$ cat src/rtl/gotb_pkg.sv
// Shared types, widths and helpers for the glyph outline to Bezier path converter.
package gotb_pkg;

  // Coordinate and fixed-point geometry.
  localparam int COORD_W    = 16;
  localparam int FRAC_BITS  = 16;
  localparam int INT_BITS   = 24;
  localparam int SCALE_W    = 24;
  localparam int OFFSET_W   = 32;
  localparam int OUT_W      = INT_BITS + FRAC_BITS;
  localparam int PROD_W     = COORD_W + SCALE_W;
  localparam int SUM_W      = ((PROD_W > OFFSET_W) ? PROD_W : OFFSET_W) + 2;
  localparam int SAT_W      = (SUM_W > OUT_W) ? SUM_W : OUT_W;
  localparam int SCALE_ONE  = 65536;

  // Divide-by-three datapath: |d| = hi * 2^SPLIT + lo,
  // |d| / 3 = hi * K1 + (R1 * hi + lo) / 3, the last term by reciprocal.
  localparam int DIFF_W     = OUT_W + 1;
  localparam int DIV_SPLIT  = (DIFF_W + 1) / 2;
  localparam int DIV_HI_W   = DIFF_W - DIV_SPLIT;
  localparam int DIV_K1     = (1 << DIV_SPLIT) / 3;
  localparam int DIV_R1     = (1 << DIV_SPLIT) % 3;
  localparam int DIV_V_W    = DIV_SPLIT + 2;
  localparam int DIV_SH     = DIV_V_W + 1;
  localparam int DIV_K2     = ((1 << DIV_SH) + 2) / 3;
  localparam int DIV_VK_W   = DIV_V_W + DIV_SH - 1;
  localparam int DIV_VQ_W   = DIV_V_W - 1;

  // Point slots of one event and divider lanes.
  localparam int N_PTS      = 3;
  localparam int PT_C1      = 0;
  localparam int PT_C2      = 1;
  localparam int PT_END     = 2;
  localparam int N_DIV      = 4;
  localparam int DV_C1X     = 0;
  localparam int DV_C1Y     = 1;
  localparam int DV_C2X     = 2;
  localparam int DV_C2Y     = 3;

  // Ports and queue.
  localparam int MODE_W     = 3;
  localparam int CODE_W     = 2;
  localparam int CFG_IDX_W  = 3;
  localparam int CFG_DATA_W = 32;
  localparam int FIFO_PTR_W = 2;
  localparam int FIFO_DEPTH = 1 << FIFO_PTR_W;
  localparam int FIFO_CNT_W = FIFO_PTR_W + 1;

  typedef enum logic [MODE_W-1:0] {
    MODE_MOVE,
    MODE_LINE,
    MODE_CONIC,
    MODE_CUBIC,
    MODE_END
  } mode_e;

  typedef enum logic [CODE_W-1:0] {
    CODE_MOVETO,
    CODE_LINETO,
    CODE_CURVETO,
    CODE_END
  } code_e;

  typedef enum logic [CFG_IDX_W-1:0] {
    CFG_SCALE_XX,
    CFG_SHEAR_XY,
    CFG_SHEAR_YX,
    CFG_SCALE_YY,
    CFG_OFFSET_X,
    CFG_OFFSET_Y
  } cfg_idx_e;

  typedef struct packed {
    logic signed [SCALE_W-1:0]  scale_xx;
    logic signed [SCALE_W-1:0]  shear_xy;
    logic signed [SCALE_W-1:0]  shear_yx;
    logic signed [SCALE_W-1:0]  scale_yy;
    logic signed [OFFSET_W-1:0] offset_x;
    logic signed [OFFSET_W-1:0] offset_y;
  } cfg_t;

  typedef struct packed {
    logic signed [OUT_W-1:0] x;
    logic signed [OUT_W-1:0] y;
  } point_t;

  // One path element as it travels from the front end to the back end.
  typedef struct packed {
    code_e  code;
    logic   same_end;
    point_t c1;
    point_t c2;
    point_t e;
  } elem_t;

  function automatic logic signed [OUT_W-1:0] sat_out(input logic signed [SUM_W-1:0] v);
    logic signed [SAT_W-1:0] w;
    logic signed [SAT_W-1:0] hi;
    logic signed [SAT_W-1:0] lo;
    w  = SAT_W'(v);
    hi = SAT_W'($signed({1'b0, {(OUT_W-1){1'b1}}}));
    lo = SAT_W'($signed({1'b1, {(OUT_W-1){1'b0}}}));
    if (w > hi) begin
      return hi[OUT_W-1:0];
    end else if (w < lo) begin
      return lo[OUT_W-1:0];
    end
    return w[OUT_W-1:0];
  endfunction

  function automatic logic signed [OUT_W-1:0] map_sum(input logic signed [PROD_W-1:0] a,
                                                      input logic signed [PROD_W-1:0] b,
                                                      input logic signed [OFFSET_W-1:0] off);
    logic signed [SUM_W-1:0] s;
    s = SUM_W'(a) + SUM_W'(b) + SUM_W'(off);
    return sat_out(s);
  endfunction

endpackage

$ cat src/rtl/gotb_fifo.sv
// Short element queue between the front end and the back end.
module gotb_fifo (
  input  logic            clk_i,
  input  logic            rst_ni,
  input  logic            push_valid_i,
  output logic            push_ready_o,
  input  gotb_pkg::elem_t push_data_i,
  output logic            pop_valid_o,
  input  logic            pop_ready_i,
  output gotb_pkg::elem_t pop_data_o
);
  import gotb_pkg::*;

  elem_t                 mem_q [FIFO_DEPTH];
  logic [FIFO_PTR_W-1:0] wr_ptr_q, wr_ptr_d;
  logic [FIFO_PTR_W-1:0] rd_ptr_q, rd_ptr_d;
  logic [FIFO_CNT_W-1:0] cnt_q, cnt_d;
  logic                  push, pop;

  assign push_ready_o = (cnt_q != FIFO_CNT_W'(FIFO_DEPTH));
  assign pop_valid_o  = (cnt_q != '0);
  assign pop_data_o   = mem_q[rd_ptr_q];
  assign push         = push_valid_i && push_ready_o;
  assign pop          = pop_valid_o && pop_ready_i;

  always_comb begin
    wr_ptr_d = push ? wr_ptr_q + 1'b1 : wr_ptr_q;
    rd_ptr_d = pop ? rd_ptr_q + 1'b1 : rd_ptr_q;
    cnt_d    = cnt_q;
    if (push && !pop) begin
      cnt_d = cnt_q + 1'b1;
    end else if (pop && !push) begin
      cnt_d = cnt_q - 1'b1;
    end
  end

  always_ff @(posedge clk_i or negedge rst_ni) begin
    if (!rst_ni) begin
      wr_ptr_q <= '0;
      rd_ptr_q <= '0;
      cnt_q    <= '0;
    end else begin
      wr_ptr_q <= wr_ptr_d;
      rd_ptr_q <= rd_ptr_d;
      cnt_q    <= cnt_d;
    end
  end

  always_ff @(posedge clk_i) begin
    if (push) begin
      mem_q[wr_ptr_q] <= push_data_i;
    end
  end

endmodule

$ cat config.mk
export PLATFORM = sky130hd
export DESIGN_NAME = gotb_fifo
export DESIGN_NICKNAME = d
export VERILOG_FILES = /design/src/rtl/gotb_pkg.sv /design/src/rtl/gotb_fifo.sv
export SDC_FILE = /design/constraint.sdc
export NUM_CORES = 1
export LEC_CHECK = 0
export BUFFER_PORTS_ARGS = -buffer_cell sky130_fd_sc_hd__clkbuf_2
export CAP_MARGIN = 0
export CORE_UTILIZATION = 51
export DETAILED_ROUTE_END_ITERATION = 12
export PLACE_DENSITY = 0.75
export SLEW_MARGIN = 10
export SYNTH_ARGS = -nofsm -noshare
export SYNTH_HDL_FRONTEND = slang
export SYNTH_SLANG_ARGS = --single-unit
$ cat constraint.sdc
create_clock -name clk_i -period 7.6 [get_ports clk_i]
set_clock_uncertainty 0.15 [all_clocks]
set_input_delay 0.76 -clock clk_i [delete_from_list [all_inputs] [get_ports clk_i]]
set_output_delay 0.76 -clock clk_i [all_outputs]
set_load 0.1 [all_outputs]
## Word-level counts from Yosys, hierarchy flattened

Memories as Yosys holds them, arrays and structs flattened.
Index checks and enable logic that the tools add are counted.

- Mux-type cells: 4
- Equality and inequality tests: 1
- Div/mod/pow operators: 0
- Add/subtract/negate cells: 4
- Bitwise logic cells: 0
- Multipliers: 0
- Reduce and logical (&&, ||, !) cells: 8
- Shift-type cells: 0
- Magnitude comparators: 0

Operators by type and width:

| cell | count |
|---|---|
| 3-bit 2-to-1 mux | 2 |
| 2-bit by 1-bit adder with 2-bit output (second input constant) | 2 |
| 1-bit logical AND | 4 |
| 3-bit by 1-bit adder with 3-bit output (second input constant) | 1 |
| 3-bit != test (second input constant) | 1 |
| 3-bit nonzero test | 1 |
| 3-bit by 1-bit subtractor with 3-bit output (second input constant) | 1 |
| 1-bit zero test | 2 |
| 1-bit 2-to-1 mux | 2 |
| 2-bit nonzero test | 1 |

- Bits of input ports: 247
- Memories kept: 1
- RAM bits: 972
- Bits in latches: 0
- Memory bits (read-only): 0
- Register bits: 7

Memory list:

| name | words | bits a word | rd ports | clocked after Yosys merged registers in | write ports | RTL line | RTL |
|---|---|---|---|---|---|---|---|
| mem_q | 4 | 243 | 1 | 0 | 1 | gotb_fifo.sv:14 | `elem_t mem_q [FIFO_DEPTH];` |

## Depth between registers and ports, before layout

- Word-level depth: 6
- Depth in mapped cells: 8
- Mapped depth without buffers: 8

## Least setup slack after synthesis

OpenSTA, ideal clock, no wires.

- Path kind: in2reg
- Start: input push_valid_i
- End: memory mem_q[2][0] (netlist bit), enable pin
- Arrival time: 6.587 ns
- Stages on the path: 2
- Required time: 6.816 ns
- Buffers on the path: 0
- Setup slack: 0.229 ns
- Cell sequence: a21boi_2 > and2_1

- Cells in the longest elaborated chain, start to end: 3

Ends and longest elaborated chain:

| item | RTL line | RTL |
|---|---|---|
| start, declared | gotb_fifo.sv:5 | `input logic push_valid_i,` |
| 1-bit logical AND | gotb_fifo.sv:23 | `assign push = push_valid_i && push_ready_o;` |
| 1-bit 2-to-1 mux | gotb_fifo.sv:50 | `if (push) begin` |
| 1-bit 2-to-1 mux (not written as such) | gotb_fifo.sv:51 | `mem_q[wr_ptr_q] <= push_data_i;` |
| end, declared | gotb_fifo.sv:14 |  |

Every way passes these cells.

==> impl_metrics.ini <==
[place]
port_buffers = 491
gp_congestion = 0.745
placed_area_sq_um = 38900
hpwl_mm = 40.8
dp_cells = 2685

[global_route]
grt_pass1_vias = 16600
grt_max_degree = 157
antenna_found_initial = 15
grt_pass1_wl_mm = 101
grt_use_total_pct = 19.4
grt-ovfl-total = 0

[drt]
wl_met1_mm = 26.0
routed.top_layer = met5
postRouteAntennaNets = 0
wl_mm = 68.7
viasPerCell = 5.52
wl_met3_mm = 5.97
wl_met2_mm = 35.1
wl_per_cell_um = 23.9
drcViolationCount = 0
drt_iter0_markers = 1239
vias = 15900
drt_pass1_iterations = 5

[worst_setup_path]
worst-setup-path-type = reg2out
endpoint_kind = primary output
worst-path-buf-inv = 2
regToRegSetupSlack_ns = 4.47
reg2regPathDepth = 4
slowest_delay_ns = 0.80
cp_cell_sequence = buf_12 > mux4_2 > clkbuf_2
required_ns = 6.69
crit_slowest_cell = dfrtp_4
timing.rr.start = cnt_q[0]
crit_arrival_ns = 3.28
crit_family = buffers and inverters
worstSetupStartpointType = flop
cp_max_fo = 97
r2r_end = mem_q[1][14]

[clock_network]
cts_buffer_depth = 3
clockRootBuffer = clkbuf_16
cts_hold_buf = 1
clk_latency_ns = 0.64
postCtsSetupRepairBufs = 0
numCtsBuffers = 96
cts_tree = built
cts.repair.resized = 0
cts_sinks = 979
h-tree-depth = 3
clkTransAtPathRegs_ns = 0.06

[outcome]
status = finished, final reports clean

[yosys]
ys_seq_area_share_pct = 83.0
synth_seq_cells = 979
ys_top_cells_by_area = edfxtp_1, mux4_2, dfrtp_1
synth_area_per_cell_sq_um = 27.1
syn-num-nets = 1557
synth-edff-count = 972
synth_ff_type = edfxtp_1
syn_inst = 1304
synth_top_area_cell = edfxtp_1
syn-cell-area_sq_um = 35400
async_flop_share_pct = 0.715
synth_top_area_share_pct = 82.5
ys_warn_count = 0
synthDistinctLibCells = 19

[min_path]
hold_path_startpoint = push_data_i[41]
hold_class = in2reg
hold_path_end = mem_q[0][41]
whs_path_depth = 1

[timing]
max_clock_freq_ghz = 0.238
holdWs_ns = 0.180
slew_violations = 0
setup-tns-final_ns = 0
final-hold-violation-count = 0
worst_pin_slew_ns = 1.38
fin_crit_sh_pct = 55.2
rsz0062_at_grt = no
setup_viol = 0
relSlewSlack_pct = 7.70
fin_crit_ns = 4.19

[cells_and_area]
fin_nets = 2106
final_area_sq_um = 42200
area_growth_pct = 19.2
drive_gt1_share_pct = 46.4
stdcell_count = 2872
mostFrequentLayoutCells = edfxtp_1, clkbuf_2, mux4_2
fillers = 4628
final_common_cell = edfxtp_1

[floorplanning]
start_util_pct = 51.6
fp.dieH_um = 265
num_rows = 96
dieArea_sq_um = 70500
die_w_um = 265
io_pins = 492
coreArea_sq_um = 68600

[job]
cap_violations = 0
-- flip-flops by register name (all words and copies together) (netlist names) --
| register | flops |
|---|---|
| cnt_q | 3 |
| wr_ptr_q | 2 |
| mem_q | 972 |
| rd_ptr_q | 2 |
-- metrics by stage --
stage          utilization (%)  worst slack (ns)
2_1_floorplan                -             0.229
3_3_place_gp              56.7              3.95
3_5_place_dp              56.7              3.95
4_1_cts                   61.5              3.25
5_1_grt                   61.5              3.15
6_report                  61.5              3.41
-- routing by layer --
layer / vias up / track usage, %
li1: 6802 / -
met1: 8369 / 24.8
met2: 568 / 32.0
met3: 110 / 6.12
met4: 16 / 6.14
met5: - / 0
-- logic make-up (layout without fill, tap and decap cells) --
group	after synthesis	in the layout	share of synthesized area [%]
AO/OA/AOI/OAI	1	1	0.0318
XOR/XNOR	6	6	0.148
adder cells (fa/ha/maj)	6	6	0.233
buffers and inverters	57	688	0.958
flip-flops	979	979	83.0
multiplexers	245	245	15.5
other	0	6	0
AND/OR/NAND/NOR	10	10	0.145
-- synth_stat cells (all sizes together) (3+ instances only) --
library cell,count
clkbuf,8
and2,4
buf,46
edfxtp,972
xnor2,4
ha,5
inv,3
mux4,243
dfrtp,7
-- worst max-delay path by stage --
stage / slack, ns / end / startpoint / cells after the start
2_1_floorplan: 0.23 / mem_q[2][0] / push_valid_i / 2
3_3_place_gp: 3.95 / pop_data_o[33] / rd_ptr_q[0] / 3
3_5_place_dp: 3.95 / pop_data_o[33] / rd_ptr_q[0] / 3
4_1_cts: 3.25 / pop_data_o[33] / rd_ptr_q[0] / 3
5_1_grt: 3.15 / pop_data_o[33] / rd_ptr_q[0] / 3
6_report: 3.41 / pop_data_o[33] / rd_ptr_q[0] / 3
-- final cells by class --
cell class	count	area (sq um)	share of cell area (%)
Antenna cell	6	15.0	0.0356
Clock buffer	122	2550	6.05
Clock inverter	58	738	1.75
Inverter	3	11.3	0.0267
Multi-Input combinational cell	268	5700	13.5
Sequential cell	979	29400	69.6
Tap cell	931	1160	2.76
Timing Repair Buffer	505	2650	6.28
Power is not shown: default switching activity piles up to over one toggle a cycle in this logic, so the estimate is an artifact.
