==> src/rtl/gotb_pkg.sv <==
// Shared types, widths and helpers for the glyph outline to Bezier path converter.
package gotb_pkg;

  // Coordinate and fixed-point geometry.
  localparam int COORD_W    = 16;
  localparam int FRAC_BITS  = 16;
  localparam int INT_BITS   = 24;
  localparam int SCALE_W    = 24;
  localparam int OFFSET_W   = 32;
  localparam int OUT_W      = INT_BITS + FRAC_BITS;
  localparam int PROD_W     = COORD_W + SCALE_W;
  localparam int SUM_W      = ((PROD_W > OFFSET_W) ? PROD_W : OFFSET_W) + 2;
  localparam int SAT_W      = (SUM_W > OUT_W) ? SUM_W : OUT_W;
  localparam int SCALE_ONE  = 65536;

  // Divide-by-three datapath: |d| = hi * 2^SPLIT + lo,
  // |d| / 3 = hi * K1 + (R1 * hi + lo) / 3, the last term by reciprocal.
  localparam int DIFF_W     = OUT_W + 1;
  localparam int DIV_SPLIT  = (DIFF_W + 1) / 2;
  localparam int DIV_HI_W   = DIFF_W - DIV_SPLIT;
  localparam int DIV_K1     = (1 << DIV_SPLIT) / 3;
  localparam int DIV_R1     = (1 << DIV_SPLIT) % 3;
  localparam int DIV_V_W    = DIV_SPLIT + 2;
  localparam int DIV_SH     = DIV_V_W + 1;
  localparam int DIV_K2     = ((1 << DIV_SH) + 2) / 3;
  localparam int DIV_VK_W   = DIV_V_W + DIV_SH - 1;
  localparam int DIV_VQ_W   = DIV_V_W - 1;

  // Point slots of one event and divider lanes.
  localparam int N_PTS      = 3;
  localparam int PT_C1      = 0;
  localparam int PT_C2      = 1;
  localparam int PT_END     = 2;
  localparam int N_DIV      = 4;
  localparam int DV_C1X     = 0;
  localparam int DV_C1Y     = 1;
  localparam int DV_C2X     = 2;
  localparam int DV_C2Y     = 3;

  // Ports and queue.
  localparam int MODE_W     = 3;
  localparam int CODE_W     = 2;
  localparam int CFG_IDX_W  = 3;
  localparam int CFG_DATA_W = 32;
  localparam int FIFO_PTR_W = 2;
  localparam int FIFO_DEPTH = 1 << FIFO_PTR_W;
  localparam int FIFO_CNT_W = FIFO_PTR_W + 1;

  typedef enum logic [MODE_W-1:0] {
    MODE_MOVE,
    MODE_LINE,
    MODE_CONIC,
    MODE_CUBIC,
    MODE_END
  } mode_e;

  typedef enum logic [CODE_W-1:0] {
    CODE_MOVETO,
    CODE_LINETO,
    CODE_CURVETO,
    CODE_END
  } code_e;

  typedef enum logic [CFG_IDX_W-1:0] {
    CFG_SCALE_XX,
    CFG_SHEAR_XY,
    CFG_SHEAR_YX,
    CFG_SCALE_YY,
    CFG_OFFSET_X,
    CFG_OFFSET_Y
  } cfg_idx_e;

  typedef struct packed {
    logic signed [SCALE_W-1:0]  scale_xx;
    logic signed [SCALE_W-1:0]  shear_xy;
    logic signed [SCALE_W-1:0]  shear_yx;
    logic signed [SCALE_W-1:0]  scale_yy;
    logic signed [OFFSET_W-1:0] offset_x;
    logic signed [OFFSET_W-1:0] offset_y;
  } cfg_t;

  typedef struct packed {
    logic signed [OUT_W-1:0] x;
    logic signed [OUT_W-1:0] y;
  } point_t;

  // One path element as it travels from the front end to the back end.
  typedef struct packed {
    code_e  code;
    logic   same_end;
    point_t c1;
    point_t c2;
    point_t e;
  } elem_t;

  function automatic logic signed [OUT_W-1:0] sat_out(input logic signed [SUM_W-1:0] v);
    logic signed [SAT_W-1:0] w;
    logic signed [SAT_W-1:0] hi;
    logic signed [SAT_W-1:0] lo;
    w  = SAT_W'(v);
    hi = SAT_W'($signed({1'b0, {(OUT_W-1){1'b1}}}));
    lo = SAT_W'($signed({1'b1, {(OUT_W-1){1'b0}}}));
    if (w > hi) begin
      return hi[OUT_W-1:0];
    end else if (w < lo) begin
      return lo[OUT_W-1:0];
    end
    return w[OUT_W-1:0];
  endfunction

  function automatic logic signed [OUT_W-1:0] map_sum(input logic signed [PROD_W-1:0] a,
                                                      input logic signed [PROD_W-1:0] b,
                                                      input logic signed [OFFSET_W-1:0] off);
    logic signed [SUM_W-1:0] s;
    s = SUM_W'(a) + SUM_W'(b) + SUM_W'(off);
    return sat_out(s);
  endfunction

endpackage

==> src/rtl/gotb_back.sv <==
// Back end: drop rules for repeated points, outline state and the output register.
module gotb_back (
  input  logic            clk_i,
  input  logic            rst_ni,
  input  logic            elem_valid_i,
  output logic            elem_ready_o,
  input  gotb_pkg::elem_t elem_i,
  output logic            out_valid_o,
  input  logic            out_ready_i,
  output gotb_pkg::elem_t out_elem_o
);
  import gotb_pkg::*;

  logic  out_valid_q, out_valid_d;
  elem_t out_elem_q;
  logic  has_q, has_d;
  logic  take, pop, emit;

  assign take         = !out_valid_q || out_ready_i;
  assign elem_ready_o = take;
  assign pop          = elem_valid_i && take;

  always_comb begin
    case (elem_i.code)
      CODE_MOVETO: emit = !(has_q && elem_i.same_end);
      CODE_LINETO: emit = !elem_i.same_end;
      default:     emit = 1'b1;
    endcase
    out_valid_d = out_valid_q;
    has_d       = has_q;
    if (take) begin
      out_valid_d = pop && emit;
    end
    if (pop && emit) begin
      has_d = (elem_i.code != CODE_END);
    end
  end

  always_ff @(posedge clk_i or negedge rst_ni) begin
    if (!rst_ni) begin
      out_valid_q <= 1'b0;
      has_q       <= 1'b0;
    end else begin
      out_valid_q <= out_valid_d;
      has_q       <= has_d;
    end
  end

  always_ff @(posedge clk_i) begin
    if (pop && emit) begin
      out_elem_q <= elem_i;
    end
  end

  assign out_valid_o = out_valid_q;
  assign out_elem_o  = out_elem_q;

endmodule

==> config.mk <==
export PLATFORM = sky130hd
export DESIGN_NAME = gotb_back
export DESIGN_NICKNAME = d
export VERILOG_FILES = /design/src/rtl/gotb_pkg.sv /design/src/rtl/gotb_back.sv
export SDC_FILE = /design/constraint.sdc
export NUM_CORES = 1
export LEC_CHECK = 0
export ABC_AREA = 1
export BUFFER_PORTS_ARGS = -buffer_cell sky130_fd_sc_hd__clkbuf_2
export CAP_MARGIN = 20
export CORE_AREA = 2 2 194 196
export DETAILED_ROUTE_END_ITERATION = 6
export DIE_AREA = 0 0 196 198
export PLACE_DENSITY = 0.44
export SYNTH_ARGS = -nofsm -noshare
export SYNTH_HDL_FRONTEND = slang
export SYNTH_SLANG_ARGS = --single-unit
==> constraint.sdc <==
create_clock -name clk_i -period 6.9 [get_ports clk_i]
set_input_delay 0.345 -clock clk_i [delete_from_list [all_inputs] [get_ports clk_i]]
set_output_delay 0.345 -clock clk_i [all_outputs]
set_load 0.02 [all_outputs]
Yosys cells after proc, flatten, opt, wreduce, memory -nomap -nowiden
Index checks and enable logic that the tools add are counted.
{"block": "word_totals", "ff_bits": 245, "in_bits": 247, "output_inout_bits": 245, "word_cells": 21}
{"block": "classes", "eq_ne": 2, "n_mux": 1, "reduce_logical": 8}
{"op": "logical AND 1 bit", "n": 3}
{"op": "zero test 1 bit", "n": 3}
{"op": "equality test 2 x 1 -> 1 bit, second input constant", "n": 1}
{"op": "zero test 2 bit", "n": 1}
{"op": "!= test 2 bit, second input constant", "n": 1}
{"op": "case mux 1 bit (2 select lines)", "n": 1}
{"op": "logical OR 1 bit", "n": 1}

Logic depth before layout (Yosys ltp)
{"block": "logic_depth", "depth_word": 4, "depth_mapped": 6, "mapped_depth_nobuf": 6}

Worst setup path after synthesis
Ideal clock, no wire load.
{"block": "synth_path", "path_kind": "flip-flop to flip-flop", "from": "reg out_valid_q, in the netlist out_valid_o", "to": "reg out_elem_q (netlist bit out_elem_o[0]), enable pin", "setup_time_ns": 0.595, "arrival_ns": 5.431, "required_ns": 6.305, "path_slack_ns": 0.874, "stages_incl_launch_ff": 4, "n_path_buf": 0, "period_less_slack_ns": 6.026, "path_cell_list": "dfrtp_1 > a21oi_4 > nand2_2 > inv_1"}
{"block": "synth_between", "elab_chain_cells": 4}
{"item": "from (decl)", "line": "gotb_back.sv:14", "text": "logic out_valid_q, out_valid_d;"}
{"item": "from (signal assigned)", "line": "gotb_back.sv:44", "text": "out_valid_q <= out_valid_d;"}
{"item": "zero test 1 bit", "line": "gotb_back.sv:19", "text": "assign take = !out_valid_q || out_ready_i;"}
{"item": "logical OR 1 bit", "line": "gotb_back.sv:19"}
{"item": "logical AND 1 bit", "line": "gotb_back.sv:21", "text": "assign pop = elem_valid_i && take;"}
{"item": "logical AND 1 bit", "line": "gotb_back.sv:50", "text": "if (pop && emit) begin"}
{"item": "to (signal assigned)", "line": "gotb_back.sv:51", "text": "out_elem_q <= elem_i;"}
{"item": "to (decl)", "line": "gotb_back.sv:15", "text": "elem_t out_elem_q;"}
No other way between the ends.
A chain may end at the register's enable or synchronous reset.

Final worst setup path
{"block": "layout_path", "from": "in elem_i[241] (netlist name)", "to": "reg out_elem_q (netlist bit out_elem_o[89]), enable pin"}
{"block": "layout_between", "elab_chain_cells": 3, "elab_cells_between_ends": 4, "classes_between": "eq/ne: 1; mux: 1; reduce/logical: 2"}
{"item": "from (decl)", "line": "gotb_back.sv:7", "text": "input gotb_pkg::elem_t elem_i,"}
{"item": "equality test 2 x 1 -> 1 bit or zero test 2 bit (tied branches)", "line": "gotb_back.sv:24", "text": "case (elem_i.code)"}
{"item": "case mux 1 bit (2 select lines) (*)", "line": "gotb_back.sv:24"}
{"item": "logical AND 1 bit (*)", "line": "gotb_back.sv:50"}
Mark *: on every way between the ends. The rest lies on a longest branch, timed or not.

==> key figures <==
Yosys
  – Synth top area cells: edfxtp_1 98%, dfrtp_1 0.67%, inv_1 0.30%, nand2_1 0.25%, nand2_2 0.25%
  – Number of distinct library cells after synthesis: 8
  – Dominant combinational cell family by area after synthesis: simple AND/OR/NAND/NOR gates
  – Ys flop type: edfxtp_1
  – Post-synth top area cell: edfxtp_1
  – Area share of the largest cell type after synthesis: between 90 and 100%
  – Synthesis warning total: 0
  – Synthesized area: roughly 7400 um2
  – Synthesized instance count: about 260
  – Area share of xor/xnor cells in the synthesized design: 0%
  – Total of flip-flops plus latches after synthesis: around 250
  – Async SR Flop Fraction: less than 1%
  – Most frequent cells after synthesis: 243 x edfxtp_1, 6 x inv_1, 5 x nand2_1
  – Sequential element share of the synthesized area: a little over nine tenths
  – Simple-Gate Fraction of Synth Area: less than 1%
  – Number of flops mapped to enable cells by yosys: between 200 and 250
  – Synthesized-area fraction occupied by ao, oa, aoi and oai cells: 0.2188%
  – Library cell with the highest instance count after synthesis: edfxtp_1
  – Mean Syn Cell Area: 28.38 um2
  – Arithmetic-cell share of the synthesized area counting full adders, half adders and majority gates: 0%
  – Fraction of synthesized area in multiplexers: 0%
  – Syn Nets: slightly above 500

Worst setup path
  – Worst-case reg-to-reg path depth: 4
  – Kind of critical path: primary input to register
  – Largest fanout on the critical path: 123
  – Critical path launch point type: primary input
  – Arrival time of data at the critical path endpoint: approximately 2.7 ns
  – Critical path endpoint category: register
  – Critical path required time: ~7.1 ns

Floorplanning
  – Initial Utilization: 20.12%
  – Area of the die: 38810 um2
  – I/O pin count: between 400 and 500
  – Placeable core region: ~37000 um2
  – Die Y-Extent: 198 um
  – Placement Rows: between 70 and 80
  – Die Width: ~200 um

Timing
  – Share of the cycle needed by the critical path after routing: between 30% and 40%
  – Number of failing setup endpoints in the final timing report: 0
  – Setup repair after global routing missed its margin: no
  – Clk_skew: 0.004752 ns
  – Slew Limit Headroom: between 30% and 40%
  – TNS Setup: 0 ns
  – Time the worst path needs with I/O delays and setup: ~2.5 ns
  – Transition time at the pin with the least slew margin: ~0.94 ns
  – Fmax achieved: about 400 MHz
  – Fin Hold WS: 0.03859 ns
  – Final hold vios: 0
  – Pins Over Slew Limit: 0

Power
  – Portion of total power attributed to combinational logic: between 10% and 20%
  – Internal Dissipation: between 0.002 and 0.003 W
  – Total power after layout: 0.003737 W
  – Clock power share: between 30 and 40%
  – Maximum resistive drop on vdd: ~0.24 mV
  – Power density normalized to cell area: about 270 nW/um2
  – Leakage power: 5.890 nW
  – Sequential power share: between 40% and 50%
  – Proportion of total power due to net switching: between 20% and 30%
  – P_sw: 0.0008929 W

Clock network
  – Resized cells post-CTS: 0
  – Cell at the root of the clock tree: clkbuf_16
  – Setup fix buffers added after clock tree synthesis: 0
  – CTS Buf Count: 28
  – Clock latency on the worst-skew pair: 0.54 ns
  – Depth of the CTS H-tree: 1
  – CTS tree: yes
  – Quantity of hold-fixing buffers added after cts: ~240
  – Max Root-Sink Buffers: 3
  – Clock-pin slew on the worst setup and hold paths: 0.06 ns
  – Count of clock tree sinks: between 200 and 250

Drt
  – Total iterations of the first detailed-routing run: 4
  – Routed wire length: approximately 24 mm
  – Routed len/inst: 15.52 um
  – Detailed Route Iter0 Violations: approximately 230
  – Number of antenna-violating nets in the routed design: 0
  – Routed vias: approximately 5500
  – Via density: around 3.6
  – Remaining DRCs: 0

Cells and area
  – Post-route cell area: between 10000 and 15000 um2
  – Total number of nets in the final design: ~1300
  – Growth of design area from synthesis to finish: 86.25%
  – Layout Utilization: between 30 and 40%
  – Layout cell share with drive strength beyond 1: approximately 51%

Place
  – Count of buffers inserted at the top-level ports: between 400 and 500
  – Detailed placement HPWL: 16.31 mm
  – Placed Instance Area: about 11000 um2
  – Final weighted congestion in routability-driven placement: 0.7400

Run status
  – Result of the run: finished clean

Global routing
  – GRT Residual Overflow: 0
  – Via count of the first global-routing pass: 5874
  – Number of antenna violations at the first check in global routing: 1
  – GRT Resource Usage Total: 11.37%
  – First-pass GRT wire length: 33.47 mm
  – Largest net degree at the start of global routing: 124

Min path
  – Min-Delay Path Depth: 1
  – Worst hold path class: primary input to register

Flow run
  – Max cap viols: 0
routing by layer:
| metal | GRT usage (%) | routed length [um] | part of all wire, % |
|---|---|---|---|
| met5 | 0 | 0 | 0 |
| met4 | 3.900 | 586 | 2.5 |
| met3 | 3.730 | 2180 | 9.2 |
| met2 | 21.27 | 12430 | 53 |
| met1 | 11.94 | 8419 | 36 |
sequential cells by signal (all words and copies together), names as in the netlist:
name         flops
out_elem_o     243
has_q            1
out_valid_o      1
final timing paths:
kind,to,from,slack [ns]
min,out_elem_o[27],elem_i[27],0.04
max in group asynchronous,has_q,rst_ni,6.68
max reg2reg,out_elem_o[89],out_valid_o,4.48
min reg2reg,has_q,has_q,0.48
min in group asynchronous,out_valid_o,rst_ni,0.12
max,out_elem_o[89],elem_i[241],4.43
cell families after synthesis:
| kind of cell | after synthesis |
|---|---|
| AOI/OAI and AO/OA | 1 |
| buffers and inverters | 6 |
| DFF | 245 |
| and+or+nand+nor | 10 |
power by group through the flow:
| stage | logic, W | registers [W] | clock network (W) |
|---|---|---|---|
| after floorplan | 0.0000423 | 0.00198 | 0 |
| after global placement | 0.000362 | 0.00183 | 0 |
| after detailed placement | 0.000361 | 0.00183 | 0 |
| after CTS | 0.000474 | 0.00180 | 0.00153 |
| after global routing | 0.000499 | 0.00181 | 0.00158 |
| final | 0.000468 | 0.00180 | 0.00147 |
critical path: stages:
cell	delay (ns)
dlygate4sd3_1	0.54
clkbuf_2	0.13
inv_1	0.06
nand2_2	0.05
nand2_2	0.08
nand2_2	0.11
inv_8	0.53
buf_12	0.55
cells in the final DEF, fill, tap and decap left out:
cell,instances
edfxtp_1,243
clkbuf_2,491
clkbuf_16,29
nand3_1,1
clkbuf_1,4
nand2_1,5
bufinv_16,3
inv_8,1
clkinv_1,7
inv_6,2
dlygate4sd3_1,242
a21oi_4,1
clkinvlp_4,2
nor2_2,1
diode_2,1
clkinv_2,4
nand2_2,3
dfrtp_1,2
buf_12,1
inv_1,5
final cells by class:
class,instances,area [um2]
tap,474,593.1
antenna,1,2.502
sequential,245,7347
clock inverter,18,168.9
inverter,6,30.03
timing repair buffer,734,4900
fill,3482,23110
clock buffer,33,740.7
multi-input combinational,11,65.06
per-stage QoR:
step | std cells | setup slack (ns)
after global routing | 1522 | 4.290
after global placement | 1228 | 4.445
after detailed placement | 1228 | 4.404
after CTS | 1521 | 4.444
after floorplan | 262 | 0.8741
final | 1522 | 4.430
Note: power is estimated with default switching activity, not from simulation.
